`config.mk`:
```
export PLATFORM = sky130hd
export DESIGN_NAME = zbuffered_flat_span_fill
export DESIGN_NICKNAME = d
export VERILOG_FILES = /design/src/design/zbsf_pkg.sv /design/src/design/zbuffered_flat_span_fill.sv
export SDC_FILE = /design/constraint.sdc
export NUM_CORES = 2
export LEC_CHECK = 0
export ABC_CLOCK_PERIOD_IN_PS = 8260
export CAP_MARGIN = 40
export CELL_PAD_IN_SITES_DETAIL_PLACEMENT = 1
export CELL_PAD_IN_SITES_GLOBAL_PLACEMENT = 1
export CORE_ASPECT_RATIO = 0.75
export CORE_UTILIZATION = 47
export DETAILED_ROUTE_END_ITERATION = 8
export DONT_BUFFER_PORTS = 1
export HOLD_SLACK_MARGIN = 0.02
export PLACE_DENSITY = 0.76
export SLEW_MARGIN = 30
export SYNTH_ARGS = -nofsm -noshare
export SYNTH_HDL_FRONTEND = slang
export SYNTH_SLANG_ARGS = --single-unit
```
`constraint.sdc`:
```
create_clock -name i_clk -period 8.26 [get_ports i_clk]
set_input_delay 0.413 -clock i_clk [delete_from_list [all_inputs] [get_ports i_clk]]
set_output_delay 0.413 -clock i_clk [all_outputs]
set_load 0.02 [all_outputs]
```
`src/design/zbsf_pkg.sv`:
```
// ----------------------------------------------------------------------------
// zbsf_pkg - shared types and constants for the z-buffered flat span filler
// Sequencer states, register indexes, fixed-point constants and small helpers.
// ----------------------------------------------------------------------------
package zbsf_pkg;

    // Default geometry
    localparam int SEGMENT_LOG2_DEF = 4;
    localparam int MAX_SPAN_DEF     = 2048;

    // Configuration register indexes
    localparam int CFG_IDX_W = 2;
    localparam logic [CFG_IDX_W-1:0] CFG_FLAT_COLOR   = 2'd0;
    localparam logic [CFG_IDX_W-1:0] CFG_TRANSLUCENT  = 2'd1;
    localparam logic [CFG_IDX_W-1:0] CFG_RZ_SLOPE     = 2'd2;
    localparam logic [CFG_IDX_W-1:0] CFG_DEPTH_SCALE  = 2'd3;

    localparam logic [31:0] DEPTH_SCALE_RST = 32'h0001_0000;

    // Depth is bias minus the rounded quotient
    localparam logic [15:0] DEPTH_BIAS = 16'hFF80;
    localparam logic [23:0] BLEND_MASK = 24'hFEFEFE;

    // Dividend is depth_scale << 21: 53 bits, one quotient bit per cycle
    localparam int          DIVIDEND_SHIFT = 21;
    localparam int          DIV_CNT_W      = 6;
    localparam logic [DIV_CNT_W-1:0] DIV_TOP_BIT = 6'd52;
    localparam logic [DIV_CNT_W-1:0] DIV_SCALE_LSB = 6'(DIVIDEND_SHIFT);
    // Only the low quotient bits survive the rounding and the mod 2^16
    localparam int          QUO_W = 17;

    typedef enum logic [2:0] {
        ST_IDLE,
        ST_MUL,
        ST_ADD,
        ST_DIV0,
        ST_DIV1,
        ST_DIVN,
        ST_PIX
    } t_state;

    // Round half up (drop the extra quotient bit) and subtract from the bias
    function automatic logic [15:0] depth_from_quo(input logic [QUO_W-1:0] quo);
        logic [QUO_W-1:0] rnd;
        rnd = quo + QUO_W'(1);
        return DEPTH_BIAS - rnd[QUO_W-1:1];
    endfunction

    // Half blend of two RGB888 colours, per channel, without carries across
    function automatic logic [23:0] half_blend(input logic [23:0] a, input logic [23:0] b);
        return ((a & BLEND_MASK) >> 1) + ((b & BLEND_MASK) >> 1);
    endfunction

endpackage

```
`src/design/zbuffered_flat_span_fill.sv`:
```
// ----------------------------------------------------------------------------
// zbuffered_flat_span_fill - z-buffered flat span filler
// Per-pixel depth test and colour write with perspective-correct depth taken
// every 2^SEGMENT_LOG2 pixels by a shared bit-serial divider, linear between.
// ----------------------------------------------------------------------------
//  channel | direction | handshake                | payload
//  --------+-----------+--------------------------+-------------------------------
//  in      | in        | i_in_valid / o_in_ready  | span_start, span_width, edge_rz,
//          |           |                          | subpixel_offset, old_depth, old_color
//  out     | out       | o_out_valid / i_out_ready| new_depth, depth_write,
//          |           |                          | new_color, color_write
//  cfg     | in        | i_cfg_valid / o_cfg_ready| cfg_index, cfg_data
//
//  Per pixel: a plain pixel takes only the depth test; a segment-boundary pixel
//  first runs one 53-step division; the first pixel of a span runs the multiply,
//  add and two divisions. The restoring divider yields one quotient bit a cycle.
//  One pixel is in flight at a time; o_in_ready is high only when idle.
//  The output register holds a result until taken; a new pixel is accepted
//  meanwhile, and its result waits in the last step if the register is full.
//  Reset is synchronous, active low; the cfg port is always ready.
// ----------------------------------------------------------------------------
module zbuffered_flat_span_fill #(
    parameter int SEGMENT_LOG2 = zbsf_pkg::SEGMENT_LOG2_DEF,
    parameter int MAX_SPAN     = zbsf_pkg::MAX_SPAN_DEF
) (
    input  logic                             i_clk,
    input  logic                             i_rst_n,

    input  logic                             i_in_valid,
    output logic                             o_in_ready,
    input  logic                             i_span_start,
    input  logic [11:0]                      i_span_width,
    input  logic [31:0]                      i_edge_rz,
    input  logic signed [15:0]               i_subpixel_offset,
    input  logic [15:0]                      i_old_depth,
    input  logic [23:0]                      i_old_color,

    output logic                             o_out_valid,
    input  logic                             i_out_ready,
    output logic [15:0]                      o_new_depth,
    output logic                             o_depth_write,
    output logic [23:0]                      o_new_color,
    output logic                             o_color_write,

    input  logic                             i_cfg_valid,
    output logic                             o_cfg_ready,
    input  logic [zbsf_pkg::CFG_IDX_W-1:0]   i_cfg_index,
    input  logic [31:0]                      i_cfg_data
);

    localparam int SEG_W = SEGMENT_LOG2 + 1;
    localparam int SL_W  = $clog2(MAX_SPAN + 1);
    localparam logic [SEG_W-1:0] SEG_LEN  = SEG_W'(1) << SEGMENT_LOG2;
    localparam logic [12:0]      MAX_W13  = 13'(MAX_SPAN);

    // Configuration
    logic [23:0]         r_flat_color,   n_flat_color;
    logic                r_translucent,  n_translucent;
    logic signed [31:0]  r_rz_slope,     n_rz_slope;
    logic [31:0]         r_depth_scale,  n_depth_scale;

    // Sequencer and span state
    zbsf_pkg::t_state    r_state,        n_state;
    logic [31:0]         r_rz_run,       n_rz_run;
    logic [15:0]         r_cur,          n_cur;
    logic [15:0]         r_step,         n_step;
    logic [15:0]         r_bnd,          n_bnd;
    logic [SEG_W-1:0]    r_seg_left,     n_seg_left;
    logic [SL_W-1:0]     r_span_left,    n_span_left;

    // Divider
    logic [zbsf_pkg::DIV_CNT_W-1:0] r_div_cnt, n_div_cnt;
    logic [31:0]         r_rem,          n_rem;
    logic [zbsf_pkg::QUO_W-1:0] r_quo,   n_quo;
    logic signed [47:0]  r_prod,         n_prod;

    // Output register
    logic                r_out_valid,    n_out_valid;
    logic [15:0]         r_out_depth,    n_out_depth;
    logic                r_out_dw,       n_out_dw;
    logic [23:0]         r_out_color,    n_out_color;
    logic                r_out_cw,       n_out_cw;

    // Latched input pixel
    logic                r_start;
    logic [11:0]         r_width;
    logic [31:0]         r_edge;
    logic signed [15:0]  r_offset;
    logic [15:0]         r_old_depth;
    logic [23:0]         r_old_color;

    // Datapath
    logic                in_xfer;
    logic                cfg_xfer;
    logic signed [47:0]  prod;
    logic [31:0]         seg_rz_step;
    logic [zbsf_pkg::DIV_CNT_W-1:0] scale_idx;
    logic                div_bit;
    logic [32:0]         rem_sh;
    logic                rem_ge;
    logic [32:0]         rem_sub;
    logic [zbsf_pkg::QUO_W-1:0] quo_nx;
    logic [15:0]         div_depth;
    logic [15:0]         step_from;
    logic signed [16:0]  depth_diff;
    logic signed [16:0]  depth_diff_sh;
    logic [12:0]         width13;
    logic                out_free;
    logic                pass;

    assign in_xfer     = i_in_valid && o_in_ready;
    assign cfg_xfer    = i_cfg_valid && o_cfg_ready;
    assign o_in_ready  = (r_state == zbsf_pkg::ST_IDLE);
    assign o_cfg_ready = 1'b1;

    assign o_out_valid   = r_out_valid;
    assign o_new_depth   = r_out_depth;
    assign o_depth_write = r_out_dw;
    assign o_new_color   = r_out_color;
    assign o_color_write = r_out_cw;

    // Shared datapath pieces
    always_comb begin
        prod        = r_offset * r_rz_slope;
        seg_rz_step = r_rz_slope << SEGMENT_LOG2;

        // restoring division step: dividend bit is scale[cnt-21] or zero
        scale_idx = r_div_cnt - zbsf_pkg::DIV_SCALE_LSB;
        div_bit   = (r_div_cnt >= zbsf_pkg::DIV_SCALE_LSB) ? r_depth_scale[scale_idx[4:0]]
                                                           : 1'b0;
        rem_sh    = {r_rem, div_bit};
        rem_ge    = (rem_sh >= {1'b0, r_rz_run});
        rem_sub   = rem_sh - {1'b0, r_rz_run};
        quo_nx    = {r_quo[zbsf_pkg::QUO_W-2:0], rem_ge};
        div_depth = (r_rz_run == 32'd0) ? 16'd0 : zbsf_pkg::depth_from_quo(quo_nx);

        // segment step: arithmetic shift of the signed depth difference
        step_from     = (r_state == zbsf_pkg::ST_DIV1) ? r_cur : r_bnd;
        depth_diff    = $signed({1'b0, div_depth}) - $signed({1'b0, step_from});
        depth_diff_sh = depth_diff >>> SEGMENT_LOG2;

        width13  = {1'b0, r_width};
        out_free = !r_out_valid || i_out_ready;
        pass     = (r_cur > r_old_depth);
    end

    // Next state and sequencing
    always_comb begin
        n_state       = r_state;
        n_flat_color  = r_flat_color;
        n_translucent = r_translucent;
        n_rz_slope    = r_rz_slope;
        n_depth_scale = r_depth_scale;
        n_rz_run      = r_rz_run;
        n_cur         = r_cur;
        n_step        = r_step;
        n_bnd         = r_bnd;
        n_seg_left    = r_seg_left;
        n_span_left   = r_span_left;
        n_div_cnt     = r_div_cnt;
        n_rem         = r_rem;
        n_quo         = r_quo;
        n_prod        = r_prod;
        n_out_valid   = r_out_valid && !i_out_ready;
        n_out_depth   = r_out_depth;
        n_out_dw      = r_out_dw;
        n_out_color   = r_out_color;
        n_out_cw      = r_out_cw;

        // register writes
        if (cfg_xfer) begin
            unique case (i_cfg_index)
                zbsf_pkg::CFG_FLAT_COLOR:  n_flat_color  = i_cfg_data[23:0];
                zbsf_pkg::CFG_TRANSLUCENT: n_translucent = i_cfg_data[0];
                zbsf_pkg::CFG_RZ_SLOPE:    n_rz_slope    = i_cfg_data;
                zbsf_pkg::CFG_DEPTH_SCALE: n_depth_scale = i_cfg_data;
                default: ;
            endcase
        end

        unique case (r_state)
            zbsf_pkg::ST_IDLE: begin
                if (in_xfer) begin
                    n_div_cnt = zbsf_pkg::DIV_TOP_BIT;
                    n_rem     = 32'd0;
                    if (i_span_start) begin
                        n_state = zbsf_pkg::ST_MUL;
                    end else if (r_span_left != '0 && r_seg_left == '0) begin
                        n_state = zbsf_pkg::ST_DIVN;
                    end else begin
                        n_state = zbsf_pkg::ST_PIX;
                    end
                end
            end

            // offset times slope, registered before the add
            zbsf_pkg::ST_MUL: begin
                n_prod  = prod;
                n_state = zbsf_pkg::ST_ADD;
            end

            // rz at the left pixel: edge plus floor(product / 2^15)
            zbsf_pkg::ST_ADD: begin
                n_rz_run = r_edge + r_prod[46:15];
                n_state  = zbsf_pkg::ST_DIV0;
            end

            zbsf_pkg::ST_DIV0, zbsf_pkg::ST_DIV1, zbsf_pkg::ST_DIVN: begin
                n_rem     = rem_ge ? rem_sub[31:0] : rem_sh[31:0];
                n_quo     = quo_nx;
                n_div_cnt = r_div_cnt - zbsf_pkg::DIV_CNT_W'(1);
                if (r_div_cnt == '0) begin
                    n_rz_run  = r_rz_run + seg_rz_step;
                    n_div_cnt = zbsf_pkg::DIV_TOP_BIT;
                    n_rem     = 32'd0;
                    if (r_state == zbsf_pkg::ST_DIV0) begin
                        n_cur   = div_depth;
                        n_state = zbsf_pkg::ST_DIV1;
                    end else begin
                        if (r_state == zbsf_pkg::ST_DIVN) begin
                            n_cur = r_bnd;
                        end else begin
                            // span width: zero counts as one, saturate at MAX_SPAN
                            if (r_width == 12'd0) begin
                                n_span_left = SL_W'(1);
                            end else if (width13 > MAX_W13) begin
                                n_span_left = SL_W'(MAX_W13);
                            end else begin
                                n_span_left = SL_W'(width13);
                            end
                        end
                        n_bnd      = div_depth;
                        n_step     = depth_diff_sh[15:0];
                        n_seg_left = SEG_LEN;
                        n_state    = zbsf_pkg::ST_PIX;
                    end
                end
            end

            // depth test and result, once the output register is free
            zbsf_pkg::ST_PIX: begin
                if (out_free) begin
                    n_out_valid = 1'b1;
                    n_out_depth = r_old_depth;
                    n_out_dw    = 1'b0;
                    n_out_color = r_old_color;
                    n_out_cw    = 1'b0;
                    if (r_span_left != '0) begin
                        if (pass) begin
                            n_out_cw = 1'b1;
                            if (r_translucent) begin
                                n_out_color = zbsf_pkg::half_blend(r_old_color, r_flat_color);
                            end else begin
                                n_out_depth = r_cur;
                                n_out_dw    = 1'b1;
                                n_out_color = r_flat_color;
                            end
                        end
                        n_cur       = r_cur + r_step;
                        n_seg_left  = r_seg_left - SEG_W'(1);
                        n_span_left = r_span_left - SL_W'(1);
                    end
                    n_state = zbsf_pkg::ST_IDLE;
                end
            end

            default: n_state = zbsf_pkg::ST_IDLE;
        endcase
    end

    // Control and state registers
    always_ff @(posedge i_clk) begin
        if (!i_rst_n) begin
            r_state       <= zbsf_pkg::ST_IDLE;
            r_flat_color  <= 24'd0;
            r_translucent <= 1'b0;
            r_rz_slope    <= 32'sd0;
            r_depth_scale <= zbsf_pkg::DEPTH_SCALE_RST;
            r_rz_run      <= 32'd0;
            r_cur         <= 16'd0;
            r_step        <= 16'd0;
            r_bnd         <= 16'd0;
            r_seg_left    <= '0;
            r_span_left   <= '0;
            r_out_valid   <= 1'b0;
        end else begin
            r_state       <= n_state;
            r_flat_color  <= n_flat_color;
            r_translucent <= n_translucent;
            r_rz_slope    <= n_rz_slope;
            r_depth_scale <= n_depth_scale;
            r_rz_run      <= n_rz_run;
            r_cur         <= n_cur;
            r_step        <= n_step;
            r_bnd         <= n_bnd;
            r_seg_left    <= n_seg_left;
            r_span_left   <= n_span_left;
            r_out_valid   <= n_out_valid;
        end
    end

    // Payload registers
    always_ff @(posedge i_clk) begin
        r_div_cnt   <= n_div_cnt;
        r_rem       <= n_rem;
        r_quo       <= n_quo;
        r_prod      <= n_prod;
        r_out_depth <= n_out_depth;
        r_out_dw    <= n_out_dw;
        r_out_color <= n_out_color;
        r_out_cw    <= n_out_cw;
        if (in_xfer) begin
            r_start     <= i_span_start;
            r_width     <= i_span_width;
            r_edge      <= i_edge_rz;
            r_offset    <= i_subpixel_offset;
            r_old_depth <= i_old_depth;
            r_old_color <= i_old_color;
        end
    end

    // Span-start flag kept for the checks below
`ifndef ASSERT_OFF
    // a depth write always comes with a colour write
    a_dw_has_cw: assert property (@(posedge i_clk) disable iff (!i_rst_n)
        o_out_valid && o_depth_write |-> o_color_write)
        else $error("depth write without colour write");

    // segment counter never exceeds one segment
    a_seg_range: assert property (@(posedge i_clk) disable iff (!i_rst_n)
        r_seg_left <= SEG_LEN)
        else $error("segment counter out of range");

    // a span-start pixel always goes through the multiply
    a_start_mul: assert property (@(posedge i_clk) disable iff (!i_rst_n)
        in_xfer && i_span_start |=> r_state == zbsf_pkg::ST_MUL && r_start)
        else $error("span start did not enter the multiply step");

    // one pixel in flight: no transfer in the cycle after one
    a_one_item: assert property (@(posedge i_clk) disable iff (!i_rst_n)
        in_xfer |=> !o_in_ready)
        else $error("input accepted while a pixel is in flight");
`endif

endmodule

```
After elaboration in Yosys (flattened, before gate mapping)
Cells that the tools add are included.

cells by class
  $add $sub $neg = 12
  multipliers = 1
  order comparisons = 5
  eq/ne operators = 16
  mux-type cells = 50
  bitwise gates (word level) = 1
  reduce and logical (&&, ||, !) cells = 30

operators with widths
  operator                                                          count
  16-bit two-way mux                                                10
  32-bit two-way mux                                                4
  32-bit case mux with 2 select lines                               2
  12-bit two-way mux                                                7
  24-bit two-way mux                                                3
  32-bit adder                                                      2
  16-bit by 32-bit multiplier with 47-bit output                    1
  33-bit by 32-bit greater-or-equal comparator with 1-bit output    1
  32-bit logical NOT                                                1
  16-bit case mux with 2 select lines                               1
  32-bit subtractor                                                 1
  23-bit by 23-bit adder with 24-bit output                         1
  12-bit case mux with 2 select lines                               1
  5-bit two-way mux                                                 4
  17-bit by 1-bit adder with 17-bit output (second input constant)  1
  16-bit by 16-bit subtractor with 17-bit output                    1
  16-bit adder                                                      1
  16-bit > comparator                                               1
  2-bit AND reduction                                               8
  16-bit subtractor (first input constant)                          1
  3-bit case mux with 5 select lines                                1
  12-bit > comparator (second input constant)                       1
  12-bit logical NOT                                                1
  3-bit two-way mux                                                 4
  34 further kinds                                                  56

word-level totals
  bits in registers = 430
  bits of input ports = 140
  output and inout bits = 45
  word-level logic and storage cells = 140

Depth between registers and ports, before layout
  depth in word-level cells = 11
  gate-level depth with buffers = 37
  gate-level depth less buffers = 34

Least setup slack after synthesis
No wires, ideal clock.

  kind = register to register
  start point = register r_div_cnt[0] (netlist name)
  end point = register r_step[12]
  setup time = 0.065 ns
  arrival = 8.145 ns
  data required time = 8.195 ns
  path slack = 0.050 ns
  cell stages (with the launch flop) = 38
  path buffers = 4
  period minus slack after synthesis = 8.210 ns
  cell sequence = edfxtp_1 > buf_1 > inv_1 > ha_1 > clkbuf_1 > mux4_2 > mux4_2 > mux2_2 > o21ai_0 > ha_1 > nand2b_1 > a21oi_1 > o311ai_2 > a31oi_4 > nor2_4 > inv_2 > clkbuf_1 > buf_1 > [... 2 more ...] > nand2_1 > xor2_1 > nand3_1 > mux2i_2 > nand3_1 > xnor2_1 > nor2_1 > ha_1 > a21o_1 > a21oi_1 > o21ai_0 > a221o_1 > a31oi_1 > o21ai_0 > a31o_2 > a211oi_1 > a21oi_1 > nor2_1

on the way
  longest elaborated chain between the ends = 9
  elaborated cells between the ends (all ways) = 12
  classes of those cells = add/sub (4); order compare (2); mux (4); reduce/logical (2)

ends and longest elaborated chain
  element                                                         line                             RTL
  from (decl)                                                     zbuffered_flat_span_fill.sv:72   logic [zbsf_pkg::DIV_CNT_W-1:0] r_div_cnt, n_div_cnt;
  from (signal assigned)                                          zbuffered_flat_span_fill.sv:304  r_div_cnt <= n_div_cnt;
  5-bit subtractor                                                zbuffered_flat_span_fill.sv:128  scale_idx = r_div_cnt - zbsf_pkg::DIV_SCALE_LSB;
  via scale_idx (one bit)                                         zbuffered_flat_span_fill.sv:97   logic [zbsf_pkg::DIV_CNT_W-1:0] scale_idx;
  1-bit binary-select mux with 5-bit select                       zbuffered_flat_span_fill.sv:129  div_bit = (r_div_cnt >= zbsf_pkg::DIV_SCALE_LSB) ? r_depth_scale[scale_idx[4:0]]
  1-bit two-way mux (implied by the code)                         zbuffered_flat_span_fill.sv:129
  1-bit two-way mux                                               zbuffered_flat_span_fill.sv:129
  33-bit by 32-bit greater-or-equal comparator with 1-bit output  zbuffered_flat_span_fill.sv:132  rem_ge = (rem_sh >= {1'b0, r_rz_run});
  via rem_ge                                                      zbuffered_flat_span_fill.sv:100  logic rem_ge;
  17-bit by 1-bit adder with 17-bit output                        zbsf_pkg.sv:45                   rnd = quo + QUO_W'(1);
  16-bit subtractor                                               zbsf_pkg.sv:46                   return DEPTH_BIAS - rnd[QUO_W-1:1];
  16-bit two-way mux                                              zbuffered_flat_span_fill.sv:135  div_depth = (r_rz_run == 32'd0) ? 16'd0 : zbsf_pkg::depth_from_quo(quo_nx);
  via div_depth[6]                                                zbuffered_flat_span_fill.sv:103  logic [15:0] div_depth;
  16-bit by 16-bit subtractor with 17-bit output                  zbuffered_flat_span_fill.sv:139  depth_diff = $signed({1'b0, div_depth}) - $signed({1'b0, step_from});
  to (signal assigned)                                            zbuffered_flat_span_fill.sv:294  r_step <= n_step;
  to (decl)                                                       zbuffered_flat_span_fill.sv:66   logic [15:0] r_step, n_step;

The timed path passes the listed nets, and every way through them passes these cells. The select of a mux whose other input is x is not followed.
A chain may end at the register's enable or synchronous reset.

Worst setup path in the final report
  start point = register r_rz_slope[8]
  end point = register r_prod[41], data pin

on the way
  longest elaborated chain between the ends = 1

ends and longest elaborated chain
  element                                         line                             RTL
  from (decl)                                     zbuffered_flat_span_fill.sv:59   logic signed [31:0] r_rz_slope, n_rz_slope;
  from (signal assigned)                          zbuffered_flat_span_fill.sv:290  r_rz_slope <= n_rz_slope;
  16-bit by 32-bit multiplier with 47-bit output  zbuffered_flat_span_fill.sv:124  prod = r_offset * r_rz_slope;
  via prod[41]                                    zbuffered_flat_span_fill.sv:95   logic signed [47:0] prod;
  to (signal assigned)                            zbuffered_flat_span_fill.sv:307  r_prod <= n_prod;
  to (decl)                                       zbuffered_flat_span_fill.sv:75   logic signed [47:0] r_prod, n_prod;

The timed path passes the listed nets, and every way through them passes these cells.

==> impl_results.md <==
- Run status: completed
- CP endpoint kind: register
- H-tree Lvls: 2
- Sum Neg Setup Slack: 0 ns
- Final ANT Viol Nets: 0
- Remaining global-route overflow: 0
- Rel. slew slack: 0.3788
- TritonCTS clock tree: built
- Clock Latency Late Sink: 0.65 ns
- Setup CP Type: reg -> reg
- Die W: around 340 um
- Hold path cells: 2
- Worst r2r src: r_rz_slope[8]
- Initial DRC count: between 2000 and 2500
- Cell area power density: 313.5 nW/um2
- Post-synthesis cell type count: 88
- Area share of the largest cell type after synthesis: 0.2422
- Die extent in y: 255.2 um
- Fraction of layout cells with a size suffix above 1: 0.05408
- Routed Wire Length: about 130000 um
- Synth area leader: fa_1
- Tmin final: 7.793 ns
- Sw Ratio: 0.4739
- Combinational Power Share: 0.585
- Metal3 WL: 8430 um
- Post-route clock period utilization: 0.9434
- Drt pass-1 iters: 6
- Wire per inst: ~23 um
- GR Util All Layers: 0.3016
- Fin Clk Skew: about 0.045 ns
- Design Area, Final: 44860 um2
- Reg2reg path depth: 25
- Min-Delay Endpoint: r_span_left[2]
- #FFs+latches synth: 415
- Setup violators final: 0
- Crit start category: register
- Required time of the critical path: 8.65 ns
- Final Non-Filler Cells: 5627
- Yosys warns: 0
- Async SR Flop Fraction: 0
- Slowest CP cell: dfxtp_1
- Post-synthesis sequential area ratio: 0.2636
- Critical path peak fanout: 18
- First-pass GRT wire length: around 200000 um
- Setup ws final: 0.4675 ns
- Met1 WL: 57330 um
- Top Ports: 185
- Internal: 0.007399 W
- Cells after Synth: 4361
- Max Cap Viol: 0
- Peak Freq: 0.1283 GHz
- Top_reg_cell synth: edfxtp_1
- Final Power: between 0.01 and 0.015 W
- Worst-path clk slew: ~0.07 ns
- Placed cell count: 5388
- Min-Delay Path Class: in -> reg
- Gpl congestion: 0.8992
- P_leak: 18.42 nW
- Largest net degree at the start of global routing: 59
- Critical Path Most Common Cell: fa_1
- Clk pwr share: 0.170
- Vias: 32040
- Core ar.: 84380 um2
- Remaining DRCs: 0
- Synthesized area per cell: 9.213 um2
- Final nets: 5351
- # rows: 92
- Worst slew pin tran: 0.9305 ns
- Post-synth EDFFs: 228
- Syn-to-layout area delta: 11.64%
- Initial antenna violation count: 9
- Port Buffers: 0
- Vias in the first global route: 34380
- Netlist Area Pre-Place: 40180 um2
- R2R Path End: r_prod[41]
- Hold Startpoint: i_rst_n
- Endpoints failing hold: 0
- Place WS: 0.08544 ns
- Initial core utilization: 0.4762
- Synth area leaders: fa_1, edfxtp_1, dfxtp_1, ha_1, nand2_1
- Top layer in use: met5
- Flop2flop setup slack: 0.47 ns
- Maximum VDD drop: approximately 0.21 mV
- Placed inst area: 41620 um2
- Total CTS buffers: 48
- DP HPWL: just under 100000 um
- Max incr delay on CP: 0.87 ns
- DR WL met2: 60170 um
- Die area: 86670 um2
- CTS Root Cell: clkbuf_16
- CTS sink count: 415
- CTS max path bufs: 3
- Syn Nets: 5259
- DR vias/cell: 5.695
- Max-slew violation count: 0
- Part of the power in registers: 0.245
- NetSw: 0.006665 W
- Arr. time, crit path: roughly 8.2 ns
final cells by class:
class,count,area [um2]
antenna,6,15.01
clock buffer,58,1280
clock inverter,32,452.9
fill,9575,39520
inverter,623,2344
multi-input combinational,3140,26650
sequential,415,10590
tap,1128,1411
timing repair buffer,225,2117
metal layers:
metal	GRT usage	up-vias
met2	0.4846	994
li1	-	14450
met4	0.1079	2
met3	0.04783	234
met5	0	-
met1	0.4141	16370
power by group through the flow:
stage          sequential [W]  combinational [W]  clock, W
2_1_floorplan         0.00321            0.00573         0
3_3_place_gp          0.00345            0.00762         0
3_5_place_dp          0.00346            0.00793         0
4_1_cts               0.00342            0.00809   0.00241
5_1_grt               0.00348            0.00903   0.00249
6_report              0.00345            0.00822   0.00239
flip-flops by register name, summed over array words and instances (netlist names), 3 cells and up:
name and count:
r_rz_run 32, r_quo 16, o_new_depth 16, r_state 3, o_new_color 24, r_cur 16
r_flat_color 24, r_seg_left 5, r_rz_slope 32, r_div_cnt 6, r_edge 32, r_depth_scale 32
r_old_depth 16, r_old_color 24, r_width 12, r_offset 16, r_rem 32, r_step 13
r_prod 32, r_span_left 12, r_bnd 16
how the worst max path moves through the flow:
stage	cells past startpoint	start	end	slack [ns]
finish	25	r_rz_slope[8]	r_prod[41]	0.47
global route	34	r_div_cnt[1]	r_step[12]	-0.04
CTS	33	r_div_cnt[1]	r_step[12]	0.003
detailed placement	33	r_div_cnt[1]	r_step[12]	0.09
global placement	33	r_div_cnt[1]	r_step[12]	0.28
floorplan	37	r_div_cnt[0]	r_step[12]	0.05
critical path: cells and delay by family, from the launching register on:
kind                       cells  cell delay (ns)
adders and majority gates      7             3.39
AOI/OAI and AO/OA              9             2.24
DFF                            1             0.87
buffers and inverters          6             0.46
and+or+nand+nor                2             0.39
xor gates and xnor gates       1             0.15
cells in the mapped netlist, types with 6 or more instances:
| master | number |
|---|---|
| o211ai_1 | 13 |
| o22ai_1 | 7 |
| a21o_1 | 70 |
| and3_1 | 17 |
| mux4_2 | 10 |
| buf_1 | 8 |
| nor3b_1 | 8 |
| nor3_1 | 54 |
| edfxtp_1 | 228 |
| a21oi_1 | 303 |
| o21a_1 | 22 |
| nor4_1 | 23 |
| nand4_1 | 22 |
| a221oi_1 | 6 |
| a311oi_1 | 10 |
| nand3_1 | 60 |
| o311a_1 | 7 |
| dfxtp_1 | 187 |
| o21ai_1 | 6 |
| a21boi_0 | 8 |
| nor2b_1 | 34 |
| xor2_1 | 56 |
| nand2_1 | 702 |
| nand2b_1 | 40 |
| o21ai_0 | 150 |
| or3_1 | 13 |
| nor2_1 | 174 |
| clkbuf_1 | 170 |
| o21bai_1 | 17 |
| fa_1 | 486 |
| and2_1 | 197 |
| xnor2_1 | 128 |
| a211oi_1 | 31 |
| ha_1 | 272 |
| mux2i_1 | 42 |
| o31ai_1 | 16 |
| nand3b_1 | 9 |
| inv_1 | 620 |
| mux2_2 | 15 |
| or2_2 | 10 |
| a31oi_1 | 21 |
kinds of logic (layout without fill, tap and decap cells):
family | Yosys count | after routing | share of synthesized area
adder cells (fa/ha/maj) | 758 | 758 | 0.3269
buffers and inverters | 806 | 938 | 0.07567
AND/OR/NAND/NOR | 1383 | 1383 | 0.1594
multiplexers | 68 | 68 | 0.02062
flip-flops | 415 | 415 | 0.2636
other | 1 | 7 | 0.00009333
XOR/XNOR | 184 | 184 | 0.04011
AO/OA/AOI/OAI | 746 | 746 | 0.1137
metrics by stage:
stage / hold WS, ns / util
global route: 0.04619 / 0.5316
finish: 0.03983 / 0.5316
CTS: 0.02049 / 0.5300
detailed placement: 0.4508 / 0.4933
global placement: 0.4415 / 0.4922
floorplan: 0.4331 / -
layout by cell type, fill, tap and decap left out, types with 8 or more instances in the layout:
master	n
a31oi_1	20
xnor2_1	128
edfxtp_1	228
or2_2	10
and3_1	15
o31ai_1	16
a21o_1	70
nand2b_1	39
a21boi_0	8
o21a_1	22
o21ai_0	149
dlygate4sd3_1	134
dfxtp_1	187
o21bai_1	17
buf_4	82
nor2b_1	34
a311oi_1	10
and2_1	195
a21oi_1	302
xor2_1	54
mux2_2	15
ha_1	272
bufinv_16	8
clkinvlp_4	8
mux4_2	10
nor3_1	51
nand4_1	22
mux2i_1	42
or3_1	13
inv_1	620
nand3b_1	9
a211oi_1	31
nor2_1	173
clkbuf_16	49
nand3_1	60
nor4_1	23
fa_1	486
o211ai_1	13
nand2_1	702
timing repair:
action / in CTS / in global routing
endpoints found under the hold margin: 203 / 0
buffers inserted: 0 / 6
resized for setup: 0 / 6
hold buffers: 135 / 0
endpoints found under the setup margin: 0 / 7
Power figures use the tool's default switching activity.
